### config.mk
export PLATFORM = sky130hd
export DESIGN_NAME = bounded_array_list_unit_flat
export DESIGN_NICKNAME = d
export VERILOG_FILES = /design/src/design/bal_pkg.sv /design/src/design/bal_req_if.sv /design/src/design/bal_rsp_if.sv /design/src/design/bal_datapath.sv /design/src/design/bal_controller.sv /design/src/design/bounded_array_list_unit.sv /design/src/flat_wrapper.sv
export SDC_FILE = /design/constraint.sdc
export NUM_CORES = 1
export LEC_CHECK = 0
export BUFFER_PORTS_ARGS = -buffer_cell sky130_fd_sc_hd__buf_4
export CORE_AREA = 2 2 293 179
export DETAILED_ROUTE_END_ITERATION = 6
export DIE_AREA = 0 0 295 181
export MAX_ROUTING_LAYER = met4
export PLACE_DENSITY = 0.8
export SLEW_MARGIN = 20
export SYNTH_ARGS = -nofsm -noshare
export SYNTH_HDL_FRONTEND = slang
export SYNTH_SLANG_ARGS = --single-unit
export TNS_END_PERCENT = 5
### constraint.sdc
create_clock -name clk -period 5.45 [get_ports clk]
set_input_delay 0.545 -clock clk [delete_from_list [all_inputs] [get_ports clk]]
set_output_delay 0.545 -clock clk [all_outputs]
set_load 0.005 [all_outputs]
### src/design/bal_pkg.sv
package bal_pkg;

  // field widths of the channels
  localparam int CMD_W    = 3;
  localparam int VAL_W    = 32;
  localparam int POS_W    = 5;
  localparam int STATUS_W = 2;
  localparam int IDX_W    = 4;
  localparam int CNT_W    = 5;

  localparam int DEPTH_DEFAULT = 16;

  // command codes
  localparam logic [CMD_W-1:0] CMD_INSERT = 3'd0;
  localparam logic [CMD_W-1:0] CMD_DELETE = 3'd1;
  localparam logic [CMD_W-1:0] CMD_LOCATE = 3'd2;
  localparam logic [CMD_W-1:0] CMD_SORTED = 3'd3;
  localparam logic [CMD_W-1:0] CMD_READ   = 3'd4;

  // status codes
  localparam logic [STATUS_W-1:0] ST_OK       = 2'd0;
  localparam logic [STATUS_W-1:0] ST_FULL     = 2'd1;
  localparam logic [STATUS_W-1:0] ST_BADPOS   = 2'd2;
  localparam logic [STATUS_W-1:0] ST_NOTFOUND = 2'd3;

  // index register operations
  localparam logic [2:0] IDX_HOLD  = 3'd0;
  localparam logic [2:0] IDX_ZERO  = 3'd1;
  localparam logic [2:0] IDX_COUNT = 3'd2;
  localparam logic [2:0] IDX_POS   = 3'd3;
  localparam logic [2:0] IDX_INC   = 3'd4;
  localparam logic [2:0] IDX_DEC   = 3'd5;

  // memory read address select
  localparam logic [1:0] RD_IDX    = 2'd0;
  localparam logic [1:0] RD_IDX_M1 = 2'd1;
  localparam logic [1:0] RD_IDX_P1 = 2'd2;
  localparam logic [1:0] RD_POS    = 2'd3;

  // memory write data select
  localparam logic WR_RDATA = 1'b0;
  localparam logic WR_VALUE = 1'b1;

  // count operations
  localparam logic [1:0] CNT_HOLD = 2'd0;
  localparam logic [1:0] CNT_INC  = 2'd1;
  localparam logic [1:0] CNT_DEC  = 2'd2;

  // result index and read data select
  localparam logic [1:0] RES_IDX_ZERO = 2'd0;
  localparam logic [1:0] RES_IDX_IDX  = 2'd1;
  localparam logic [1:0] RES_IDX_POS  = 2'd2;
  localparam logic RES_RD_ZERO = 1'b0;
  localparam logic RES_RD_DATA = 1'b1;

  // controller to datapath
  typedef struct packed {
    logic                latch;
    logic [2:0]          idx_op;
    logic                pos_from_idx;
    logic                rd_en;
    logic [1:0]          rd_sel;
    logic                wr_en;
    logic                wr_sel;
    logic [1:0]          cnt_op;
    logic                res_load;
    logic [STATUS_W-1:0] res_status;
    logic [1:0]          res_idx_sel;
    logic                res_rd_sel;
    logic                out_load;
  } bal_ctl_t;

  // datapath to controller
  typedef struct packed {
    logic [CMD_W-1:0] cmd;
    logic             full;
    logic             pos_gt_cnt;
    logic             pos_ge_cnt;
    logic             idx_eq_pos;
    logic             idx_lt_cnt;
    logic             idx_p1_lt_cnt;
    logic             match;
    logic             less;
    logic             out_free;
  } bal_flags_t;

endpackage

### src/design/bal_req_if.sv
interface bal_req_if;
  import bal_pkg::*;

  logic                    valid;
  logic                    ready;
  logic [CMD_W-1:0]        command;
  logic signed [VAL_W-1:0] value;
  logic [POS_W-1:0]        position;

  modport source(output valid, command, value, position, input ready);
  modport sink(input valid, command, value, position, output ready);
endinterface

### src/design/bal_rsp_if.sv
interface bal_rsp_if;
  import bal_pkg::*;

  logic                    valid;
  logic                    ready;
  logic [STATUS_W-1:0]     status;
  logic [IDX_W-1:0]        found_index;
  logic signed [VAL_W-1:0] read_value;
  logic [CNT_W-1:0]        entry_count;

  modport source(output valid, status, found_index, read_value, entry_count, input ready);
  modport sink(input valid, status, found_index, read_value, entry_count, output ready);
endinterface

### src/design/bal_datapath.sv
module bal_datapath #(
  parameter int DEPTH = bal_pkg::DEPTH_DEFAULT
) (
  input  logic                             clk,
  input  logic                             rst,
  input  bal_pkg::bal_ctl_t                ctl,
  input  logic [bal_pkg::CMD_W-1:0]        command,
  input  logic signed [bal_pkg::VAL_W-1:0] value,
  input  logic [bal_pkg::POS_W-1:0]        position,
  output bal_pkg::bal_flags_t              flags,
  output logic                             out_valid,
  input  logic                             out_ready,
  output logic [bal_pkg::STATUS_W-1:0]     status,
  output logic [bal_pkg::IDX_W-1:0]        found_index,
  output logic signed [bal_pkg::VAL_W-1:0] read_value,
  output logic [bal_pkg::CNT_W-1:0]        entry_count
);
  import bal_pkg::*;

  localparam int AW = (DEPTH > 1) ? $clog2(DEPTH) : 1;
  localparam int CW = $clog2(DEPTH + 1);
  localparam int IW = (CW > POS_W) ? CW : POS_W;

  logic signed [VAL_W-1:0] mem [DEPTH];
  logic signed [VAL_W-1:0] rdata;

  logic [CMD_W-1:0]        cmd_r;
  logic signed [VAL_W-1:0] val_r;
  logic [IW-1:0]           pos_r;
  logic [IW-1:0]           idx;
  logic [CW-1:0]           count;

  logic [STATUS_W-1:0]     res_status;
  logic [IW-1:0]           res_idx;
  logic signed [VAL_W-1:0] res_rd;

  logic [IW-1:0]           cnt_ext;
  logic [IW:0]             idx_p1;
  logic [IW-1:0]           raddr;
  logic signed [VAL_W-1:0] wdata;

  assign cnt_ext = IW'(count);
  assign idx_p1  = {1'b0, idx} + (IW+1)'(1);

  always_comb begin
    case (ctl.rd_sel)
      RD_IDX_M1: raddr = idx - IW'(1);
      RD_IDX_P1: raddr = idx_p1[IW-1:0];
      RD_POS:    raddr = pos_r;
      default:   raddr = idx;
    endcase
  end

  assign wdata = (ctl.wr_sel == WR_VALUE) ? val_r : rdata;

  // list storage, one read and one write a cycle
  always_ff @(posedge clk) begin
    if (ctl.wr_en) begin
      mem[idx[AW-1:0]] <= wdata;
    end
    if (ctl.rd_en) begin
      rdata <= mem[raddr[AW-1:0]];
    end
  end

  // latched command
  always_ff @(posedge clk) begin
    if (ctl.latch) begin
      cmd_r <= command;
      val_r <= value;
      pos_r <= IW'(position);
    end else if (ctl.pos_from_idx) begin
      pos_r <= idx;
    end
  end

  always_ff @(posedge clk) begin
    case (ctl.idx_op)
      IDX_ZERO:  idx <= '0;
      IDX_COUNT: idx <= cnt_ext;
      IDX_POS:   idx <= pos_r;
      IDX_INC:   idx <= idx_p1[IW-1:0];
      IDX_DEC:   idx <= idx - IW'(1);
      default:   idx <= idx;
    endcase
  end

  always_ff @(posedge clk) begin
    if (rst) begin
      count <= '0;
    end else begin
      case (ctl.cnt_op)
        CNT_INC: count <= count + CW'(1);
        CNT_DEC: count <= count - CW'(1);
        default: count <= count;
      endcase
    end
  end

  // pending result
  always_ff @(posedge clk) begin
    if (ctl.res_load) begin
      res_status <= ctl.res_status;
      case (ctl.res_idx_sel)
        RES_IDX_IDX: res_idx <= idx;
        RES_IDX_POS: res_idx <= pos_r;
        default:     res_idx <= '0;
      endcase
      res_rd <= (ctl.res_rd_sel == RES_RD_DATA) ? rdata : '0;
    end
  end

  // output register
  always_ff @(posedge clk) begin
    if (rst) begin
      out_valid <= 1'b0;
    end else if (ctl.out_load) begin
      out_valid <= 1'b1;
    end else if (out_ready) begin
      out_valid <= 1'b0;
    end
  end

  always_ff @(posedge clk) begin
    if (ctl.out_load) begin
      status      <= res_status;
      found_index <= res_idx[IDX_W-1:0];
      read_value  <= res_rd;
      entry_count <= cnt_ext[CNT_W-1:0];
    end
  end

  always_comb begin
    flags.cmd           = cmd_r;
    flags.full          = (cnt_ext == IW'(DEPTH));
    flags.pos_gt_cnt    = (pos_r > cnt_ext);
    flags.pos_ge_cnt    = (pos_r >= cnt_ext);
    flags.idx_eq_pos    = (idx == pos_r);
    flags.idx_lt_cnt    = (idx < cnt_ext);
    flags.idx_p1_lt_cnt = (idx_p1 < {1'b0, cnt_ext});
    flags.match         = (rdata == val_r);
    flags.less          = (rdata < val_r);
    flags.out_free      = !out_valid || out_ready;
  end

endmodule

### src/design/bal_controller.sv
module bal_controller (
  input  logic                clk,
  input  logic                rst,
  input  logic                in_valid,
  output logic                in_ready,
  input  bal_pkg::bal_flags_t flags,
  output bal_pkg::bal_ctl_t   ctl
);
  import bal_pkg::*;

  localparam logic [3:0] S_IDLE     = 4'd0;
  localparam logic [3:0] S_DECODE   = 4'd1;
  localparam logic [3:0] S_UP_CHK   = 4'd2;
  localparam logic [3:0] S_UP_WR    = 4'd3;
  localparam logic [3:0] S_DN_CHK   = 4'd4;
  localparam logic [3:0] S_DN_WR    = 4'd5;
  localparam logic [3:0] S_SCAN_CHK = 4'd6;
  localparam logic [3:0] S_SCAN_CMP = 4'd7;
  localparam logic [3:0] S_RD_WAIT  = 4'd8;
  localparam logic [3:0] S_FIN      = 4'd9;

  logic [3:0] state;
  logic [3:0] state_next;

  always_ff @(posedge clk) begin
    if (rst) begin
      state <= S_IDLE;
    end else begin
      state <= state_next;
    end
  end

  assign in_ready = (state == S_IDLE);

  always_comb begin
    state_next = state;
    ctl        = '0;
    unique case (state)
      S_IDLE: begin
        if (in_valid) begin
          ctl.latch  = 1'b1;
          state_next = S_DECODE;
        end
      end
      S_DECODE: begin
        unique case (flags.cmd)
          CMD_INSERT: begin
            if (flags.full) begin
              ctl.res_load   = 1'b1;
              ctl.res_status = ST_FULL;
              state_next     = S_FIN;
            end else if (flags.pos_gt_cnt) begin
              ctl.res_load   = 1'b1;
              ctl.res_status = ST_BADPOS;
              state_next     = S_FIN;
            end else begin
              ctl.idx_op = IDX_COUNT;
              state_next = S_UP_CHK;
            end
          end
          CMD_DELETE: begin
            if (flags.pos_ge_cnt) begin
              ctl.res_load   = 1'b1;
              ctl.res_status = ST_BADPOS;
              state_next     = S_FIN;
            end else begin
              ctl.idx_op = IDX_POS;
              state_next = S_DN_CHK;
            end
          end
          CMD_LOCATE: begin
            ctl.idx_op = IDX_ZERO;
            state_next = S_SCAN_CHK;
          end
          CMD_SORTED: begin
            if (flags.full) begin
              ctl.res_load   = 1'b1;
              ctl.res_status = ST_FULL;
              state_next     = S_FIN;
            end else begin
              ctl.idx_op = IDX_ZERO;
              state_next = S_SCAN_CHK;
            end
          end
          CMD_READ: begin
            if (flags.pos_ge_cnt) begin
              ctl.res_load   = 1'b1;
              ctl.res_status = ST_BADPOS;
              state_next     = S_FIN;
            end else begin
              ctl.rd_en  = 1'b1;
              ctl.rd_sel = RD_POS;
              state_next = S_RD_WAIT;
            end
          end
          default: begin
            ctl.res_load   = 1'b1;
            ctl.res_status = ST_OK;
            state_next     = S_FIN;
          end
        endcase
      end
      S_UP_CHK: begin
        if (flags.idx_eq_pos) begin
          ctl.wr_en       = 1'b1;
          ctl.wr_sel      = WR_VALUE;
          ctl.cnt_op      = CNT_INC;
          ctl.res_load    = 1'b1;
          ctl.res_status  = ST_OK;
          ctl.res_idx_sel = RES_IDX_POS;
          state_next      = S_FIN;
        end else begin
          ctl.rd_en  = 1'b1;
          ctl.rd_sel = RD_IDX_M1;
          state_next = S_UP_WR;
        end
      end
      S_UP_WR: begin
        ctl.wr_en  = 1'b1;
        ctl.wr_sel = WR_RDATA;
        ctl.idx_op = IDX_DEC;
        state_next = S_UP_CHK;
      end
      S_DN_CHK: begin
        if (flags.idx_p1_lt_cnt) begin
          ctl.rd_en  = 1'b1;
          ctl.rd_sel = RD_IDX_P1;
          state_next = S_DN_WR;
        end else begin
          ctl.cnt_op      = CNT_DEC;
          ctl.res_load    = 1'b1;
          ctl.res_status  = ST_OK;
          ctl.res_idx_sel = RES_IDX_POS;
          state_next      = S_FIN;
        end
      end
      S_DN_WR: begin
        ctl.wr_en  = 1'b1;
        ctl.wr_sel = WR_RDATA;
        ctl.idx_op = IDX_INC;
        state_next = S_DN_CHK;
      end
      S_SCAN_CHK: begin
        if (flags.idx_lt_cnt) begin
          ctl.rd_en  = 1'b1;
          ctl.rd_sel = RD_IDX;
          state_next = S_SCAN_CMP;
        end else if (flags.cmd == CMD_LOCATE) begin
          ctl.res_load   = 1'b1;
          ctl.res_status = ST_NOTFOUND;
          state_next     = S_FIN;
        end else begin
          // sorted insert lands at the end of the list
          ctl.pos_from_idx = 1'b1;
          ctl.idx_op       = IDX_COUNT;
          state_next       = S_UP_CHK;
        end
      end
      S_SCAN_CMP: begin
        if (flags.cmd == CMD_LOCATE) begin
          if (flags.match) begin
            ctl.res_load    = 1'b1;
            ctl.res_status  = ST_OK;
            ctl.res_idx_sel = RES_IDX_IDX;
            state_next      = S_FIN;
          end else begin
            ctl.idx_op = IDX_INC;
            state_next = S_SCAN_CHK;
          end
        end else if (flags.less) begin
          ctl.idx_op = IDX_INC;
          state_next = S_SCAN_CHK;
        end else begin
          ctl.pos_from_idx = 1'b1;
          ctl.idx_op       = IDX_COUNT;
          state_next       = S_UP_CHK;
        end
      end
      S_RD_WAIT: begin
        ctl.res_load    = 1'b1;
        ctl.res_status  = ST_OK;
        ctl.res_idx_sel = RES_IDX_POS;
        ctl.res_rd_sel  = RES_RD_DATA;
        state_next      = S_FIN;
      end
      S_FIN: begin
        if (flags.out_free) begin
          ctl.out_load = 1'b1;
          state_next   = S_IDLE;
        end
      end
      default: begin
        state_next = S_IDLE;
      end
    endcase
  end

endmodule

### src/design/bounded_array_list_unit.sv
// bounded array list: ordered list of up to DEPTH signed 32-bit entries and a count
// req channel (valid/ready) carries one command transaction: command, value, position
//   insert at position, delete at position, locate value, sorted insert, read
// rsp channel (valid/ready) returns exactly one transaction per command with
//   status, found_index, read_value and the entry count after the command
// one command is in flight at a time; req.ready is high only while the unit is idle
// time from acceptance to rsp.valid is set by the list memory (one read, one write a cycle):
//   read does one memory read, a rejected or unused command is answered from decode
//   insert moves each entry from position to count - 1 up one slot, delete each entry above
//   position down one slot, each move a memory read and then a write
//   locate reads and compares entries in order until one matches; sorted insert adds its scan
//   to the insert shift; after the result is loaded the unit returns to idle for the next command
// the finished result sits in an output register, so a stalled rsp holds only
//   the following command's result; that command waits in its final state
// reset (rst, synchronous, active high) empties the list and drops any pending
//   response; slots above the count are never read, so no memory clearing is needed
module bounded_array_list_unit #(
  parameter int DEPTH = bal_pkg::DEPTH_DEFAULT
) (
  input logic       clk,
  input logic       rst,
  bal_req_if.sink   req,
  bal_rsp_if.source rsp
);
  import bal_pkg::*;

  bal_ctl_t   ctl;
  bal_flags_t flags;

  // sequencing: decode, shift loops, scans, response hand-off
  bal_controller u_ctrl (
    .clk      (clk),
    .rst      (rst),
    .in_valid (req.valid),
    .in_ready (req.ready),
    .flags    (flags),
    .ctl      (ctl)
  );

  // list memory, count, index counter, compares and output register
  bal_datapath #(
    .DEPTH (DEPTH)
  ) u_dp (
    .clk         (clk),
    .rst         (rst),
    .ctl         (ctl),
    .command     (req.command),
    .value       (req.value),
    .position    (req.position),
    .flags       (flags),
    .out_valid   (rsp.valid),
    .out_ready   (rsp.ready),
    .status      (rsp.status),
    .found_index (rsp.found_index),
    .read_value  (rsp.read_value),
    .entry_count (rsp.entry_count)
  );

endmodule

### src/flat_wrapper.sv
// flat-port wrapper written by rule: the top's interface ports become plain ports
module bounded_array_list_unit_flat import bal_pkg::*;
#(
  parameter int DEPTH = bal_pkg::DEPTH_DEFAULT
)
  (clk, rst, req_valid, req_command, req_value, req_position, req_ready, rsp_valid, rsp_status, rsp_found_index, rsp_read_value, rsp_entry_count, rsp_ready);
  bal_req_if req_i ();
  bal_rsp_if rsp_i ();
  input logic clk;
  input logic rst;
  input wire logic [$bits(req_i.valid)-1:0] req_valid;
  input wire logic [$bits(req_i.command)-1:0] req_command;
  input wire logic [$bits(req_i.value)-1:0] req_value;
  input wire logic [$bits(req_i.position)-1:0] req_position;
  output wire logic [$bits(req_i.ready)-1:0] req_ready;
  output wire logic [$bits(rsp_i.valid)-1:0] rsp_valid;
  output wire logic [$bits(rsp_i.status)-1:0] rsp_status;
  output wire logic [$bits(rsp_i.found_index)-1:0] rsp_found_index;
  output wire logic [$bits(rsp_i.read_value)-1:0] rsp_read_value;
  output wire logic [$bits(rsp_i.entry_count)-1:0] rsp_entry_count;
  input wire logic [$bits(rsp_i.ready)-1:0] rsp_ready;
  assign req_i.valid = req_valid;
  assign req_i.command = req_command;
  assign req_i.value = req_value;
  assign req_i.position = req_position;
  assign req_ready = req_i.ready;
  assign rsp_valid = rsp_i.valid;
  assign rsp_status = rsp_i.status;
  assign rsp_found_index = rsp_i.found_index;
  assign rsp_read_value = rsp_i.read_value;
  assign rsp_entry_count = rsp_i.entry_count;
  assign rsp_i.ready = rsp_ready;
  bounded_array_list_unit #(.DEPTH(DEPTH)) u_core (.clk(clk), .rst(rst), .req(req_i), .rsp(rsp_i));
endmodule
==> results of run 1 <==
[area by class of cell]
cell class	count	area, um^2	share of cell area
clock buffer	66	1460	0.0468
timing repair buffer	158	1310	0.0420
tap	693	867	0.0278
inverter	55	206	0.00661
antenna	3	7.51	0.000241
multi-input combinational	759	6720	0.215
clock inverter	38	324	0.0104
sequential	680	20300	0.651
[cell usage after synthesis, types with 14 or more instances]
master,n
a21oi_1,26
a222oi_1,32
a22oi_1,39
and2_1,34
buf_2,24
buf_6,14
clkbuf_1,26
edfxtp_1,670
ha_1,56
inv_1,55
mux2_2,67
mux2i_1,34
mux4_2,64
nand2_1,97
nor2_1,48
o211ai_1,62
o21ai_0,50
[logic make-up (layout without fill, tap and decap cells)]
logic type                 count (synthesis)  count (layout)  synth area share
AOI/OAI and AO/OA                        262             262            0.0684
xor gates and xnor gates                  17              17           0.00540
adders and majority gates                 57              57            0.0261
buffers and inverters                    135             317            0.0257
DFF                                      680             680             0.736
muxes                                    166             166            0.0923
other                                      0               3                 0
and+or+nand+nor                          257             257            0.0456
[routing by layer]
metal	vias to the layer above	share of wire	track usage
met2	1027	0.44	0.357
met3	100	0.14	0.0823
met4	0	0.017	0.0492
met5	-	0	-
met1	7744	0.41	0.371
li1	6547	-	-
[per-stage QoR]
step / std cells / total power, mW / hold WS [ns] / area [um^2] / util
global placement: 2342 / 9.82 / 0.401 / 29400 / 0.581
CTS: 2448 / 13.9 / 0.105 / 31200 / 0.617
detailed placement: 2344 / 9.94 / 0.405 / 29400 / 0.582
global route: 2452 / 14.4 / 0.0987 / 31200 / 0.618
finish: 2452 / 13.9 / 0.124 / 31200 / 0.618
floorplan: 1574 / 8.96 / 0.400 / 27600 / -
[sequential cells by signal, indices dropped and copies added, names as in the netlist]
name and cells:
u_core.u_dp.mem 512, u_core.u_dp.rdata 32, u_core.u_dp.read_value 32, u_core.u_dp.res_rd 32
u_core.u_dp.val_r 32, u_core.u_dp.cnt_ext 5, u_core.u_dp.entry_count 5, u_core.u_dp.idx 5
u_core.u_dp.pos_r 5, u_core.u_ctrl.state 4, u_core.u_dp.found_index 4, u_core.u_dp.res_idx 4
u_core.u_dp.cmd_r 3, u_core.u_dp.res_status 2, u_core.u_dp.status 2, u_core.u_dp.out_valid 1
[path summary, 6_finish.rpt]
check | end | slack, ns | depth (start not counted)
worst max-delay path | u_core.u_dp.rdata[21]$_DFFE_PP_ | 0.58 | 14
worst min-delay path | u_core.u_dp.val_r[26]$_DFFE_PP_ | 0.12 | 1
worst max register to register | u_core.u_dp.rdata[21]$_DFFE_PP_ | 0.58 | 14
worst min register to register | u_core.u_dp.read_value[20]$_DFFE_PP_ | 0.42 | 0
[worst max-delay path: cells and delay by family, from the launching register on]
family	cells	cell delay, ns
flip-flops	1	0.63
buffers and inverters	2	0.59
AO/OA/AOI/OAI	4	0.95
AND/OR/NAND/NOR	5	1.22
multiplexers	1	0.54
adder cells (fa/ha/maj)	2	0.59
[power breakdown]
| group | leakage (nW) | internal, mW | switching (mW) | total (mW) |
|---|---|---|---|---|
| combinational | 3.56 | 1.29 | 1.93 | 3.22 |
| clock | 0.878 | 2.16 | 1.82 | 3.97 |
| sequential | 6.16 | 6.42 | 0.264 | 6.68 |
==> results.toml, run 1 <==
[status]
status = "finished, violations left"
failed_checks = "DRC"

[clock_tree]
post_cts_buffers = 0
cts_buffers = 57
ctsResizeCount = 0
clockBufferDepth = 3
htreeDepth = 2
clk-insertion-delay-late_ns = 0.60
hold_buffers = 0
cts-root-buf = "clkbuf_16"
cts_sinks = 680
clk_pin_slew_ns = 0.08
cts_tree = "built"

[pwr]
p_per_area_nw_per_um2 = 444
leakagePower_nw = 10.6
irDropWorstVdd_uv = 304

[yosys]
synth_seq_area_share = 0.736
synthTopCellsByArea = "edfxtp_1 73%, mux4_2 5.2%, mux2_2 2.7%"
ys_ff_latch = 680
ys_async_sr_fraction = 0
synth-edff-count = 670
synth_cell_types = 63
yosysTopAreaCell = "edfxtp_1"
yosys_warnings = 0
netlist_instances = 1574
syn_area_per_cell_um2 = 17.5
synthesis.nets = 1675
synth_top_cell_area_share = 0.729
synth_ff_type = "edfxtp_1"
synth_area_um2 = 27600

[timing]
setup_viol = 0
max_freq_ghz = 0.205
rsz0062_at_grt = "false"
slew_viol_final = 0
hold_viol_final = 0
worstMarginPinSlew_ns = 1.07
skew_ns = 0.0210
fin_crit_sh = 0.894
fin_ws_ns = 0.576
setup_tns_ns = 0
relSlewSlack = 0.283
period_minus_slack_ns = 4.87

[critical_path]
worstSetupStartpoint = "u_core.u_dp.idx[0]$_DFFE_PP_"
crit_required_ns = 5.76
cp-start-kind = "flop"
path_class = "flop to flop"
arrival_ns = 5.18
cp_max_fo = 43
crit_path_end_kind = "flop"
rr_startpoint = "u_core.u_dp.idx[0]$_DFFE_PP_"
crit_path_cell_trace = "ha_1, nor2b_1, or2_2, ha_1, or3_1, o221ai_1, and3_1, nor4_1, a221oi_4, buf_12, buf_12, mux4_2, a22oi_1, o211ai_1"
slowest_delay_ns = 0.63
cp_slowest_cell = "edfxtp_1"

[worst_hold_path]
hp-start = "req_value[26]"
min_path_type = "input port to flop"

[cells_and_area]
num-fill-cells = 3415
drive_gt1_frac = 0.233
syn_to_final_growth_pct = 13.1
layout_common_cells = "670 x edfxtp_1, 148 x buf_4, 96 x nand2_1"
final_nets = 1812
final_common_cell = "edfxtp_1"

[drt]
vias = 15418
totalWireLength_um = 65900
first_pass_iters = 7
drc_errors = 14
via_per_inst = 6.29
wl_per_cell_um = 26.9
detail-route-antenna-nets = 0
drtIter0Drc = 2508

[flow_run]
drv_cap = 0

[placed_design]
portBuffers = 88
dp_slack_ns = 0.659
place_congestion = 0.881
dp_hpwl_um = 39700

[floorplanning]
num_rows = 64
fp.dieW_um = 295
coreArea_um2 = 50500
io_pins = 89
die_y_um = 181
initial_core_util = 0.546
die_area_um2 = 53400

[global_route]
grt.overflow.total = 0
grt_max_degree = 64
grt_pass1_vias = 14984
antenna_found_initial = 2
grt_pass1_wl_um = 96900
grt_usage = 0.255
Note: power is estimated with default switching activity, not from simulation.
==> run 2, diff against run 1 <==
--- a/config.mk
+++ b/config.mk
@@ -10,7 +10,8 @@
 export DETAILED_ROUTE_END_ITERATION = 6
 export DIE_AREA = 0 0 295 181
 export MAX_ROUTING_LAYER = met4
-export PLACE_DENSITY = 0.8
+export PLACE_DENSITY = 0.83
+export RECOVER_POWER = 50
 export SLEW_MARGIN = 20
 export SYNTH_ARGS = -nofsm -noshare
 export SYNTH_HDL_FRONTEND = slang
==> constraint.sdc (replaced) <==
create_clock -name clk -period 4.4 [get_ports clk]
set_input_delay 0.44 -clock clk [delete_from_list [all_inputs] [get_ports clk]]
set_output_delay 0.44 -clock clk [all_outputs]
set_load 0.005 [all_outputs]
==> run 2 against run 1 <==
Against the previous run:
- utilization rose by 0.84 points
- the flow finishes with violations (capacitance limit, slew limit)
- die area did not move
- final cell count rose by 2.4%
- highest routed layer unchanged
==> results.toml, run 2 (synthesis gave the netlist of run 1 again) <==
[worst_hold_path]
hp-start = "rst"
min_delay_path_depth = 2
min_path_type = "input port to flop"

[drt]
detail-route-antenna-nets = 0
via_per_inst = 6.27
wl_per_cell_um = 27.2
drtIter0Drc = 2447
vias = 15749
drc_errors = 0
first_pass_iters = 6
totalWireLength_um = 68300

[global_route]
grt_usage = 0.265
grt.overflow.total = 0
grt_pass1_vias = 15530
antenna_found_initial = 3
grt_max_degree = 63
grt_pass1_wl_um = 99800

[pwr]
seqPwrFrac = 0.473
switching_power_mw = 5.11
p_per_area_nw_per_um2 = 551
irDropWorstVdd_uv = 357
leakagePower_nw = 10.7
power_mw = 17.4
power_frac_comb = 0.241
power.share.clock = 0.286
swShare = 0.293
p_int_mw = 12.3

[timing]
max_freq_ghz = 0.233
fin_crit_sh = 0.976
period_minus_slack_ns = 4.30
worstMarginPinSlew_ns = 1.76
fin_ws_ns = 0.105
slew_viol_final = 41
skew_ns = 0.0251
worst_hold_slack_ns = 0.0552
relSlewSlack = -0.172
rsz0062_at_grt = "true"
setup_viol = 0
hold_viol_final = 0

[critical_path]
cp-start-kind = "flop"
path_class = "flop to flop"
critical_path.endpoint = "u_core.u_dp.rdata[26]$_DFFE_PP_"
rr_startpoint = "u_core.u_dp.idx[0]$_DFFE_PP_"
cp_max_fo = 27
rr_worst_depth = 14
worstSetupStartpoint = "u_core.u_dp.idx[0]$_DFFE_PP_"
crit_required_ns = 4.73
r2r_end = "u_core.u_dp.rdata[26]$_DFFE_PP_"
rrSetupSlack_ns = 0.10
arrival_ns = 4.62
crit_path_end_kind = "flop"

[floorplanning]
initial_core_util = 0.546
coreArea_um2 = 50500
die_area_um2 = 53400
io_pins = 89
num_rows = 64
die_y_um = 181
fp.dieW_um = 295

[placed_design]
place_congestion = 0.923
dp_slack_ns = 0.0307
placed_area_um2 = 29600
dp_hpwl_um = 40300
portBuffers = 88

[clock_tree]
cts_buffers = 59
clk_pin_slew_ns = 0.07
htreeDepth = 2
cts_sinks = 680
clockBufferDepth = 3
clk-insertion-delay-late_ns = 0.63
cts-root-buf = "clkbuf_16"
cts_tree = "built"

[status]
status = "finished, violations left"
failed_checks = "capacitance limit, slew limit"

[cells_and_area]
largest_reg_flops = 512
layout_common_cells = "670 x edfxtp_1, 97 x nand2_1, 66 x mux2_2"
num-fill-cells = 3419
final_cell_area_um2 = 31600
syn_to_final_growth_pct = 14.7
final_nets = 1869
final_common_cell = "edfxtp_1"
drive_gt1_frac = 0.208

[flow_run]
drv_cap = 2
[run 2: through the flow]
stage,instances,TNS (ns),utilization
after floorplan,1574,0,-
after global placement,2360,0,0.585
after detailed placement,2361,0,0.585
after CTS,2506,0,0.629
after global routing,2511,-0.555,0.626
final,2512,0,0.626
[run 2: worst min path at each step]
stage / end / slack [ns]
floorplan: u_core.u_dp.found_index[0]$_DFFE_PP_ / 0.40
global placement: u_core.u_dp.read_value[2]$_DFFE_PP_ / 0.40
detailed placement: u_core.u_dp.read_value[9]$_DFFE_PP_ / 0.40
CTS: u_core.u_dp.cmd_r[0]$_DFFE_PP_ / 0.002
global route: u_core.u_ctrl.state[3]$_SDFFE_PP0P_ / 0.05
finish: u_core.u_dp.cnt_ext[2]$_SDFFE_PP0P_ / 0.06
[run 2: final cells by class]
cell class / count / area (um^2) / share of cell area
multi-input cells: 759 / 6680 / 0.211
flip-flops and latches: 680 / 20300 / 0.642
repair buffers: 213 / 1720 / 0.0543
well taps: 693 / 867 / 0.0274
inverters: 55 / 206 / 0.00652
clock buffers: 65 / 1520 / 0.0480
diodes: 1 / 2.50 / 0.0000791
clock inverters: 46 / 325 / 0.0103
[run 2: layer usage]
layer	wire length [um]	GRT usage	share of wire	vias to the layer above
met5	0	-	0	-
li1	-	-	-	6671
met4	1390	0.0704	0.020	0
met2	30900	0.384	0.45	1030
met1	26800	0.366	0.39	7935
met3	9220	0.0808	0.13	113
[run 2: critical path, stage by stage (launching register included)]
cell and delay (ns):
edfxtp_1 0.39, ha_1 0.29, nor2b_1 0.17, or2_2 0.28
ha_1 0.21, or3_1 0.38, o221ai_2 0.19, and3_1 0.27
nor4_1 0.10, a221oi_4 0.28, buf_12 0.24, buf_12 0.23
mux4_2 0.52, a22oi_1 0.29, o211ai_1 0.15
[run 2: timing repair]
item,in CTS,in global routing
endpoints found under the hold margin,34,1
resized for setup,1,3
setup buffers,0,1
hold buffers,34,1
endpoints found under the setup margin,1,31
cloned,0,2
[run 2: power groups by stage]
stage	logic [mW]	clock network, mW	registers [mW]
global route	4.50	5.28	8.28
detailed placement	4.06	0	8.35
floorplan	2.87	0	8.22
global placement	3.93	0	8.32
finish	4.19	4.99	8.24
CTS	4.14	5.03	8.22
